File: src/sv/paas_pkg.sv
`default_nettype none

package paas_pkg;

   localparam int CsrIndexWidth = 3;
   localparam int CsrDataWidth  = 24;

   // DAC range limits
   localparam logic signed [17:0] DacTop    = 18'sd131071;
   localparam logic signed [17:0] DacBottom = -18'sd131072;

   typedef enum logic [CsrIndexWidth-1:0] {
      CSR_CURRENT_GOAL      = 3'd0,
      CSR_Z_GOAL            = 3'd1,
      CSR_Z_LOW_LIMIT       = 3'd2,
      CSR_Z_HIGH_RETRACT    = 3'd3,
      CSR_Z_STEP            = 3'd4,
      CSR_STEPPER_INCREMENT = 3'd5
   } csr_index_type;

   typedef enum logic [1:0] {
      FUNC_START  = 2'd0,
      FUNC_SAMPLE = 2'd1,
      FUNC_STOP   = 2'd2
   } func_type;

   typedef enum logic [2:0] {
      ACT_IGNORED = 3'd0,
      ACT_STARTED = 3'd1,
      ACT_Z_STEP  = 3'd2,
      ACT_RETRACT = 3'd3,
      ACT_DONE    = 3'd4
   } action_type;

   typedef struct packed {
      logic [1:0]         func;
      logic signed [23:0] current_sample;
   } req_word_type;

   typedef struct packed {
      logic signed [17:0] z_value;
      logic signed [15:0] stepper_request;
      logic [31:0]        iteration_count;
      logic               active;
      logic [2:0]         action;
   } rsp_word_type;

endpackage

`default_nettype wire

File: src/sv/probe_auto_approach_sequencer_core.sv
`default_nettype none

// Coarse-approach sequencer for a scanning probe. A start word clears the
// iteration count, moves z to z_high_retract and arms the run; a stop word
// disarms it. While armed, each current-sample word either ends the run
// (current and z both at goal), retracts z and requests one stepper increment
// (current at goal with z short of it, or z at the low limit), or moves z by
// z_step clipped to the 18-bit DAC range. Every request word yields exactly
// one response word. Throughput is one word per clock while req_ready is
// high: the decision is one add, a clip and three compares between the
// sequencer state registers and the response register. A two-entry response
// buffer (output register plus skid) lets a request be taken while an earlier
// response still waits; req_ready drops only when both are full. CSR writes
// are taken every cycle and must only come while idle.
module probe_auto_approach_sequencer_core
   import paas_pkg::*;
(
   input  wire logic                     clock,
   input  wire logic                     reset,
   // request channel
   input  wire logic                     req_valid,
   output logic                          req_ready,
   input  wire req_word_type             req_word,
   // response channel
   output logic                          rsp_valid,
   input  wire logic                     rsp_ready,
   output rsp_word_type                  rsp_word,
   // CSR write channel
   input  wire logic                     csr_valid,
   output logic                          csr_ready,
   input  wire logic [CsrIndexWidth-1:0] csr_index,
   input  wire logic [CsrDataWidth-1:0]  csr_wdata
);

   // ---- CSRs ----
   logic signed [23:0] current_goal_ff;
   logic signed [17:0] z_goal_ff;
   logic signed [17:0] z_low_limit_ff;
   logic signed [17:0] z_high_retract_ff;
   logic signed [17:0] z_step_ff;
   logic signed [15:0] stepper_increment_ff;

   assign csr_ready = 1'b1;

   always_ff @(posedge clock) begin
      if (reset) begin
         current_goal_ff      <= '0;
         z_goal_ff            <= '0;
         z_low_limit_ff       <= '0;
         z_high_retract_ff    <= '0;
         z_step_ff            <= '0;
         stepper_increment_ff <= '0;
      end else if (csr_valid && csr_ready) begin
         case (csr_index_type'(csr_index))
            CSR_CURRENT_GOAL:      current_goal_ff      <= csr_wdata;
            CSR_Z_GOAL:            z_goal_ff            <= csr_wdata[17:0];
            CSR_Z_LOW_LIMIT:       z_low_limit_ff       <= csr_wdata[17:0];
            CSR_Z_HIGH_RETRACT:    z_high_retract_ff    <= csr_wdata[17:0];
            CSR_Z_STEP:            z_step_ff            <= csr_wdata[17:0];
            CSR_STEPPER_INCREMENT: stepper_increment_ff <= csr_wdata[15:0];
            default: ;  // unmapped index, dropped
         endcase
      end
   end

   // ---- sequencer state ----
   logic signed [17:0] z_ff, z_in;
   logic [31:0]        iter_ff, iter_in;
   logic               armed_ff, armed_in;

   // ---- response buffer ----
   rsp_word_type out_ff, skid_ff;
   logic         out_valid_ff, skid_valid_ff;

   logic push, pop;
   assign req_ready = !skid_valid_ff;
   assign push      = req_valid && req_ready;
   assign rsp_valid = out_valid_ff;
   assign rsp_word  = out_ff;
   assign pop       = out_valid_ff && rsp_ready;

   // ---- decision logic ----
   logic               reached, z_at_goal, z_at_low;
   logic signed [18:0] z_sum;
   logic signed [17:0] z_clip;
   logic signed [15:0] request;
   action_type         action;
   rsp_word_type       result;

   assign reached   = req_word.current_sample >= current_goal_ff;
   assign z_at_goal = z_ff >= z_goal_ff;
   assign z_at_low  = z_ff <= z_low_limit_ff;
   assign z_sum     = 19'(z_ff) + 19'(z_step_ff);

   always_comb begin
      if (z_sum > 19'(DacTop)) begin
         z_clip = DacTop;
      end else if (z_sum < 19'(DacBottom)) begin
         z_clip = DacBottom;
      end else begin
         z_clip = z_sum[17:0];
      end
   end

   always_comb begin
      z_in     = z_ff;
      iter_in  = iter_ff;
      armed_in = armed_ff;
      request  = '0;
      action   = ACT_IGNORED;
      case (req_word.func)
         FUNC_START: begin
            iter_in  = '0;
            z_in     = z_high_retract_ff;
            armed_in = 1'b1;
            action   = ACT_STARTED;
         end
         FUNC_STOP: begin
            armed_in = 1'b0;
            action   = ACT_DONE;
         end
         FUNC_SAMPLE: begin
            if (armed_ff) begin
               if (reached && z_at_goal) begin
                  armed_in = 1'b0;
                  action   = ACT_DONE;
               end else if (reached || z_at_low) begin
                  z_in    = z_high_retract_ff;
                  request = stepper_increment_ff;
                  iter_in = iter_ff + 32'd1;
                  action  = ACT_RETRACT;
               end else begin
                  z_in   = z_clip;
                  action = ACT_Z_STEP;
               end
            end
         end
         default: ;  // unused code: no effect
      endcase
   end

   assign result.z_value         = z_in;
   assign result.stepper_request = request;
   assign result.iteration_count = iter_in;
   assign result.active          = armed_in;
   assign result.action          = action;

   always_ff @(posedge clock) begin
      if (reset) begin
         z_ff     <= '0;
         iter_ff  <= '0;
         armed_ff <= 1'b0;
      end else if (push) begin
         z_ff     <= z_in;
         iter_ff  <= iter_in;
         armed_ff <= armed_in;
      end
   end

   // Output register refills from skid first, then from a new result.
   always_ff @(posedge clock) begin
      if (reset) begin
         out_valid_ff  <= 1'b0;
         skid_valid_ff <= 1'b0;
      end else if (!out_valid_ff || pop) begin
         if (skid_valid_ff) begin
            out_valid_ff  <= 1'b1;
            skid_valid_ff <= 1'b0;
         end else begin
            out_valid_ff  <= push;
         end
      end else if (push) begin
         skid_valid_ff <= 1'b1;
      end
   end

   always_ff @(posedge clock) begin
      if (!out_valid_ff || pop) begin
         if (skid_valid_ff) begin
            out_ff <= skid_ff;
         end else if (push) begin
            out_ff <= result;
         end
      end else if (push) begin
         skid_ff <= result;
      end
   end

   // ---- assertions ----
   a_skid_implies_out: assert property (@(posedge clock) disable iff (reset)
      skid_valid_ff |-> out_valid_ff)
      else $error("skid holds a word while output register is empty");

   a_start_arms: assert property (@(posedge clock) disable iff (reset)
      push && req_word.func == FUNC_START |=> armed_ff && iter_ff == '0)
      else $error("start did not arm or clear iterations");

   a_stop_disarms: assert property (@(posedge clock) disable iff (reset)
      push && req_word.func == FUNC_STOP |=> !armed_ff)
      else $error("stop did not disarm");

   a_retract_counts: assert property (@(posedge clock) disable iff (reset)
      push && action == ACT_RETRACT |=>
         iter_ff == $past(iter_ff) + 32'd1 && z_ff == z_high_retract_ff)
      else $error("retract did not count or reload z");

   a_no_move_state: assert property (@(posedge clock) disable iff (reset)
      push && action == ACT_IGNORED |=> $stable(z_ff) && $stable(iter_ff))
      else $error("ignored word changed state");

endmodule

`default_nettype wire

File: config.mk
export PLATFORM = sky130hd
export DESIGN_NAME = probe_auto_approach_sequencer_core
export DESIGN_NICKNAME = d
export VERILOG_FILES = /design/src/sv/paas_pkg.sv /design/src/sv/probe_auto_approach_sequencer_core.sv
export SDC_FILE = /design/constraint.sdc
export NUM_CORES = 1
export LEC_CHECK = 0
export ABC_AREA = 1
export ABC_CLOCK_PERIOD_IN_PS = 6400
export BUFFER_PORTS_ARGS = -buffer_cell sky130_fd_sc_hd__buf_2
export CAP_MARGIN = 10
export CORE_ASPECT_RATIO = 1.2
export CORE_MARGIN = 2
export CORE_UTILIZATION = 50
export DETAILED_ROUTE_END_ITERATION = 12
export PLACE_DENSITY = 0.69
export SLEW_MARGIN = 10
export SYNTH_ARGS = -nofsm -noshare
export SYNTH_HDL_FRONTEND = slang
export SYNTH_SLANG_ARGS = --single-unit
File: constraint.sdc
create_clock -name clock -period 6.4 [get_ports clock]
set_input_delay 0.96 -clock clock [delete_from_list [all_inputs] [get_ports clock]]
set_output_delay 0.96 -clock clock [all_outputs]
set_load 0.03 [all_outputs]
==> out/summary.txt, run 1 <==
First-pass GRT wire length -> 67800 um
Clock latency on the worst-skew pair -> 600 ps
Post-CTS setup buffers -> 0
Setup ws final -> 2520 ps
Area share of the largest cell type after synthesis -> 0.257
Slowest stage cell on the critical path -> nand2_4
Max_cap viols -> 0
Initial antenna violation count -> 0
M1 wire length -> 18400 um
Synth warn -> 0
Critical-path cell list -> ha_1, nand2_1, nor2_1, nand2_1, inv_1, nand4_1, nand4_1, nand3_1, nand2_4, nand3_4, nand2_1, nand3_1, nand2_1, nand2_1, nand2_1
Clock Tree Buf Depth -> 3
Mapped Area -> 16400 um2
Core Box Area -> 32300 um2
DIE WIDTH -> 169 um
Hpwl dp -> 28600 um
HP Class -> register to register
# rows -> 72
Worst slack at placement -> 2150 ps
Die Span Y -> 202 um
Slew Viols, Final -> 0
DRT antenna net count -> 0
Root buffer cell -> clkbuf_16
EDFF count, synth -> 140
CP endpoint kind -> register
Initial drt markers -> 1010
Final WL -> 42500 um
Metal3 WL -> 2190 um
GRT Util Overall -> 0.248
Top_reg_cell synth -> dfxtp_1
Tcrit/Tclk final -> 0.606
WL/cell -> 16.3 um
Leak pwr -> 0.00844 uW
Fin crit period -> 3880 ps
Reg2reg setup slack -> 2520 ps
Worst Setup Start Kind -> register
Post-layout util -> 0.564
Uppermost layer routed -> met4
Maximum vdd drop -> 239 uV
Vias -> 13963
Max_slew headroom -> 0.215
Fin cells -> 2606
Critical path's most frequent cell -> nand2_1
Mapped Cells -> 2095
Multi-input logic area -> 7240 um2
Register Area -> 7510 um2
Placed cell count -> 2547
Vias per cell -> 5.36
Largest net degree at the start of global routing -> 97
Grt ovf -> 0
Post-synth top area cell -> edfxtp_1
Vias in the first global route -> 13201
Synth area leaders -> edfxtp_1 26%, dfxtp_1 20%, nand2_1 11%
Crit path DAT -> 4330 ps
Syn nets -> 2233
Post-route DRC -> 0
Synth cell types -> 44
Diodes inserted -> 0
Inserted Clock Buffers -> 31
Ys async rst share -> 0
Final setup viols -> 0
CTS tree -> yes
Starting Density -> 0.508
Clock sink count -> 305
Crit path max fanout -> 81
Fraction of layout cells with a size suffix above 1 -> 0.120
Seq/Total Area, Yosys -> 0.458
CTS Hold Bufs -> 0
Pwr dens -> 269 nW/um2
NumNets Final -> 2312
Layout fillers -> 3016
Drt first pass iters -> 5
Setup TNS -> 0 ps
Worst Tran Pin Value -> 1170 ps
# H-tree levels -> 1
Port-buffer cells -> 129
Crit path required time -> 6850 ps
Status -> finished clean
Area Growth Syn to Fin -> 11.0%
Clk_skew -> 24.8 ps
Final number of hold-violating endpoints -> 0
Full die area -> 34200 um2
Hold_ws -> 459 ps
Flop and latch count out of synthesis -> 305
CP max stage delay -> 760 ps
Reg clk slew, reported paths -> 60 ps
Gpl congestion -> 0.892
Crit Path Category -> register to register
RSZ-0062 raised after global routing -> no
Synthesized area per cell -> 7.82 um2
Routed met2 length -> 21100 um
Fmax -> 258 MHz
Post-CTS sizing -> 0
I/O Pins -> 131
==> worst max-delay path: cells and delay by family (launching register included) <==
kind                     cells  cell delay, ps
AND/OR/NAND/NOR             13            2840
flip-flops                   1             420
adder cells (fa/ha/maj)      1             350
buffers and inverters        1              70
==> metrics by stage <==
step	power, uW	cell area (um2)
after global routing	5100	18200
after detailed placement	3020	17100
after CTS	4920	18200
final	4890	18200
after floorplan	2830	16400
after global placement	3000	17100
==> kinds of logic (layout without fill, tap and decap cells) <==
logic type	after synthesis	after routing	share of synthesized area
simple gates	949	949	0.258
buf+inv	387	491	0.101
compound gates	363	363	0.115
flops	305	305	0.458
fa+ha+maj	80	80	0.0616
xor+xnor	10	10	0.00535
other cells	1	1	0.000229
==> power breakdown <==
group	total, uW	switching [uW]	internal (uW)	leakage [uW]
Combinational	766	547	219	0.00522
Clock	1910	791	1120	0.000521
Sequential	2220	71.2	2150	0.00270
==> state kept, by name, summed over array words and instances (netlist names) <==
name                  flops
z_high_retract_ff        18
iter_ff                  32
skid_valid_ff             1
skid_ff                  70
z_goal_ff                18
z_step_ff                18
armed_ff                  1
z_low_limit_ff           18
z_ff                     18
rsp_valid                 1
rsp_word                 70
stepper_increment_ff     16
current_goal_ff          24
==> cell usage in the layout, fill, tap and decap left out, drive strengths merged <==
master    Yosys  final
a21o          4      4
a21oi       148    148
a22oi        18     18
a31oi         5      5
and3          1      1
buf          32    142
bufinv        0      3
clkbuf       62     48
clkinv        3      7
clkinvlp      0      1
conb          1      1
dfxtp       165    165
edfxtp      140    140
fa            1      1
ha           79     79
inv         288    290
nand2       516    516
nand3       134    134
nand3b       10     10
nand4        55     55
nor2        213    213
nor3         14     14
nor4          5      5
o21ai       184    184
o21bai        4      4
or2           1      1
xnor2         5      5
xor2          5      5
==> cells in the mapped netlist, types with 2 or more instances <==
library cell and instances:
a21o_1 4, a21oi_1 148, a22oi_1 18, a31oi_1 5, buf_1 3, buf_2 9
buf_4 7, buf_6 11, clkbuf_1 57, clkbuf_8 5, clkinv_1 3, dfxtp_1 165
dlygate4sd3_1 2, edfxtp_1 140, ha_1 79, inv_1 283, inv_2 5, nand2_1 482
nand2_2 29, nand2_4 5, nand3_1 115, nand3_2 18, nand3b_1 10, nand4_1 54
nor2_1 205, nor2_2 4, nor2_4 3, nor3_1 12, nor3_2 2, nor4_1 5
o21ai_0 154, o21ai_1 30, o21bai_1 4, xnor2_1 5, xor2_1 5
==> worst paths after layout <==
kind	from	to	depth (start not counted)
setup / recovery	z_ff[13]	rsp_word[62]	15
hold / removal	current_goal_ff[21]	current_goal_ff[21]	2
setup reg to reg	z_ff[13]	rsp_word[62]	15
hold reg to reg	current_goal_ff[21]	current_goal_ff[21]	2
==> per-layer routing <==
| metal | vias to the layer above | track usage |
|---|---|---|
| li1 | 7024 | - |
| met4 | 0 | 0.0726 |
| met2 | 399 | 0.443 |
| met3 | 58 | 0.0280 |
| met5 | - | 0 |
| met1 | 6482 | 0.315 |
==> area by class of cell <==
| cell class | instances | share of cell area |
|---|---|---|
| Clock buffer | 48 | 0.0506 |
| Clock inverter | 10 | 0.00833 |
| Inverter | 291 | 0.0601 |
| Multi-Input combinational cell | 1403 | 0.398 |
| Sequential cell | 305 | 0.413 |
| Tap cell | 407 | 0.0280 |
| Timing Repair Buffer | 142 | 0.0420 |
No activity file was read; power rests on OpenSTA's default activity.
==> inputs of run 2 (changes only) <==
--- a/config.mk
+++ b/config.mk
@@ -6,7 +6,7 @@
 export NUM_CORES = 1
 export LEC_CHECK = 0
 export ABC_AREA = 1
-export ABC_CLOCK_PERIOD_IN_PS = 6400
+export ABC_CLOCK_PERIOD_IN_PS = 3600
 export BUFFER_PORTS_ARGS = -buffer_cell sky130_fd_sc_hd__buf_2
 export CAP_MARGIN = 10
 export CORE_ASPECT_RATIO = 1.2
==> constraint.sdc (replaced) <==
create_clock -name clock -period 3.6 [get_ports clock]
set_input_delay 0.54 -clock clock [delete_from_list [all_inputs] [get_ports clock]]
set_output_delay 0.54 -clock clock [all_outputs]
set_load 0.03 [all_outputs]
==> run 2 against run 1 <==
Against the previous run:
- sequential share of layout area is 0.074 points lower
- clock-buffer cell count shrank 7
- non-clock buffer count increased by 9
- critical endpoint is now rsp_word[6]
- largest power group unchanged
- via count decreased by 0.11%
- fmax rose by 25%
==> out/summary.txt, run 2 (same netlist as run 1, synthesis figures left out) <==
Status -> finished clean
Post-route DRC -> 0 (unchanged)
Slew Viols, Final -> 0 (unchanged)
Net Sw Frac -> 0.284 (-0.00371)
Crit Path Category -> register to register
Crit path required time -> 3990 ps (-2860 ps)
Pwr dens -> 467 nW/um2 (+74%)
Internal Power -> 6090 uW (+75%)
Crit path DAT -> 3490 ps (-840 ps)
Starting Density -> 0.508 (unchanged)
Hpwl dp -> 28900 um (+1.2%)
Clock Power Share -> 0.377 (-0.013)
GRT Util Overall -> 0.239 (-0.00890)
Port-buffer cells -> 129 (unchanged)
Full die area -> 34200 um2 (unchanged)
Fmax -> 322 MHz (+25%)
Drt first pass iters -> 6 (+1)
Worst Tran Pin Value -> 1130 ps (-44.8 ps)
Reg2reg setup slack -> 500 ps (-2020 ps)
I/O Pins -> 131 (unchanged)
Vias -> 13948 (-0.11%)
CTS tree -> yes
Root buffer cell -> clkbuf_16
CP endpoint kind -> register
Setup ws final -> 496 ps (-2020 ps)
Clock latency on the worst-skew pair -> 580 ps (-20 ps)
RSZ-0062 raised after global routing -> no
Die Span Y -> 202 um (unchanged)
Setup TNS -> 0 ps (unchanged)
Final setup viols -> 0 (unchanged)
Reg clk slew, reported paths -> 60 ps (about the same)
Multi-input logic area -> 7240 um2 (unchanged)
Clock sink count -> 305 (unchanged)
Fin crit period -> 3100 ps (-775 ps)
Max_slew headroom -> 0.243 (+0.0281)
Post-CTS sizing -> 0 (unchanged)
Combinational power share -> 0.161 (+0.004)
Worst Setup Start Kind -> register
NumNets Final -> 2321 (+0.39%)
Core Box Area -> 32300 um2 (unchanged)
Register Area -> 7510 um2 (unchanged)
Clock Tree Buf Depth -> 3 (unchanged)
# H-tree levels -> 1 (unchanged)
Vias per cell -> 5.33 (-0.45%)
DIE WIDTH -> 169 um (unchanged)
Gpl congestion -> 0.938 (+5.2%)
Grt ovf -> 0 (unchanged)
Most frequent cells in the layout -> 482 x nand2_1, 281 x inv_1, 202 x nor2_1, 164 x dfxtp_1, 154 x o21ai_0
HP Class -> input port to register
Tcrit/Tclk final -> 0.862 (+0.256)
Commonest non-fill, non-tap cell in the layout -> nand2_1
CTS Hold Bufs -> 0 (unchanged)
Post-CTS setup buffers -> 0 (unchanged)
Worst slack at placement -> 400 ps (-1750 ps)
Psw -> 2420 uW (+72%)
# rows -> 72 (unchanged)
DRT antenna net count -> 0 (unchanged)
Layout fillers -> 3010 (-0.20%)
Initial drt markers -> 1013 (+0.30%)
Sequential share of power -> 0.462 (+0.008)
Clk_skew -> 24.2 ps (-0.624 ps)
Largest net degree at the start of global routing -> 77 (-21%)
Inserted Clock Buffers -> 31 (unchanged)
Leak pwr -> 0.00846 uW (+0.13%)
Initial antenna violation count -> 1 (+1)
Fraction of layout cells with a size suffix above 1 -> 0.121 (+0.00138)
Max_cap viols -> 0 (unchanged)
First-pass GRT wire length -> 66200 um (-2.3%)
Area Growth Syn to Fin -> 11.2%
Maximum vdd drop -> 350 uV (+46%)
Final WL -> 41200 um (-3.1%)
Vias in the first global route -> 13308 (+0.81%)
Crit path max fanout -> 68 (-16%)
WL/cell -> 15.7 um (-3.4%)
Final number of hold-violating endpoints -> 0 (unchanged)
-- run 2: cell count changes in the layout (fill, tap and decap cells not counted), sizes merged --
cell / before / now
clkinvlp: 1 / 2
buf: 142 / 151
inv: 290 / 287
clkbuf: 48 / 41
clkinv: 7 / 14
diode: 0 / 1
bufinv: 3 / 4
-- run 2: critical path, stage by stage (launching register included) --
cell and delay, ps:
dfxtp_1 400, ha_1 390, nand2_1 90, nor2_1 230, nand2_1 90, inv_1 70, nand4_1 110, nand4_1 120
nand3_1 200, nand2_4 270, buf_12 300, nand3_1 120, nand2_1 90, nand3_1 120, o21ai_1 260
-- run 2: worst paths after layout --
kind	depth (start not counted)	start	end
max	14	z_ff[17]	rsp_word[6]
min	3	csr_wdata[21]	current_goal_ff[21]
max reg2reg	14	z_ff[17]	rsp_word[6]
min reg2reg	2	current_goal_ff[14]	current_goal_ff[14]
-- run 2: cell type report --
cell class                 count  area share
antenna                        1    0.000137
clock buffer                  41      0.0446
clock inverter                16     0.00982
inverter                     291      0.0600
multi-input combinational   1403       0.397
sequential                   305       0.412
tap                          407      0.0280
timing repair buffer         151      0.0479
-- run 2: power groups by stage --
stage,clock network [uW],logic [uW],registers [uW]
global placement,0,1340,4010
global route,3390,1530,3950
finish,3210,1370,3940
floorplan,0,919,4100
detailed placement,0,1370,4010
CTS,3270,1370,3940
-- run 2: routing by layer --
layer  global-route usage  share of wire
met5                    0              0
met1                0.296           0.42
met2                0.431           0.49
met4               0.0855          0.032
met3               0.0235          0.054
-- run 2: per-stage QoR --
| stage | instance area [um2] | total power (uW) | std cells | utilization | hold WS, ps |
|---|---|---|---|---|---|
| final | 18200 | 8510 | 2615 | 0.565 | 264 |
| after global routing | 18200 | 8870 | 2615 | 0.565 | 259 |
| after CTS | 18200 | 8570 | 2614 | 0.565 | 242 |
| after detailed placement | 17200 | 5380 | 2557 | 0.534 | 451 |
| after global placement | 17200 | 5340 | 2557 | 0.534 | 443 |
| after floorplan | 16400 | 5020 | 2095 | - | 433 |
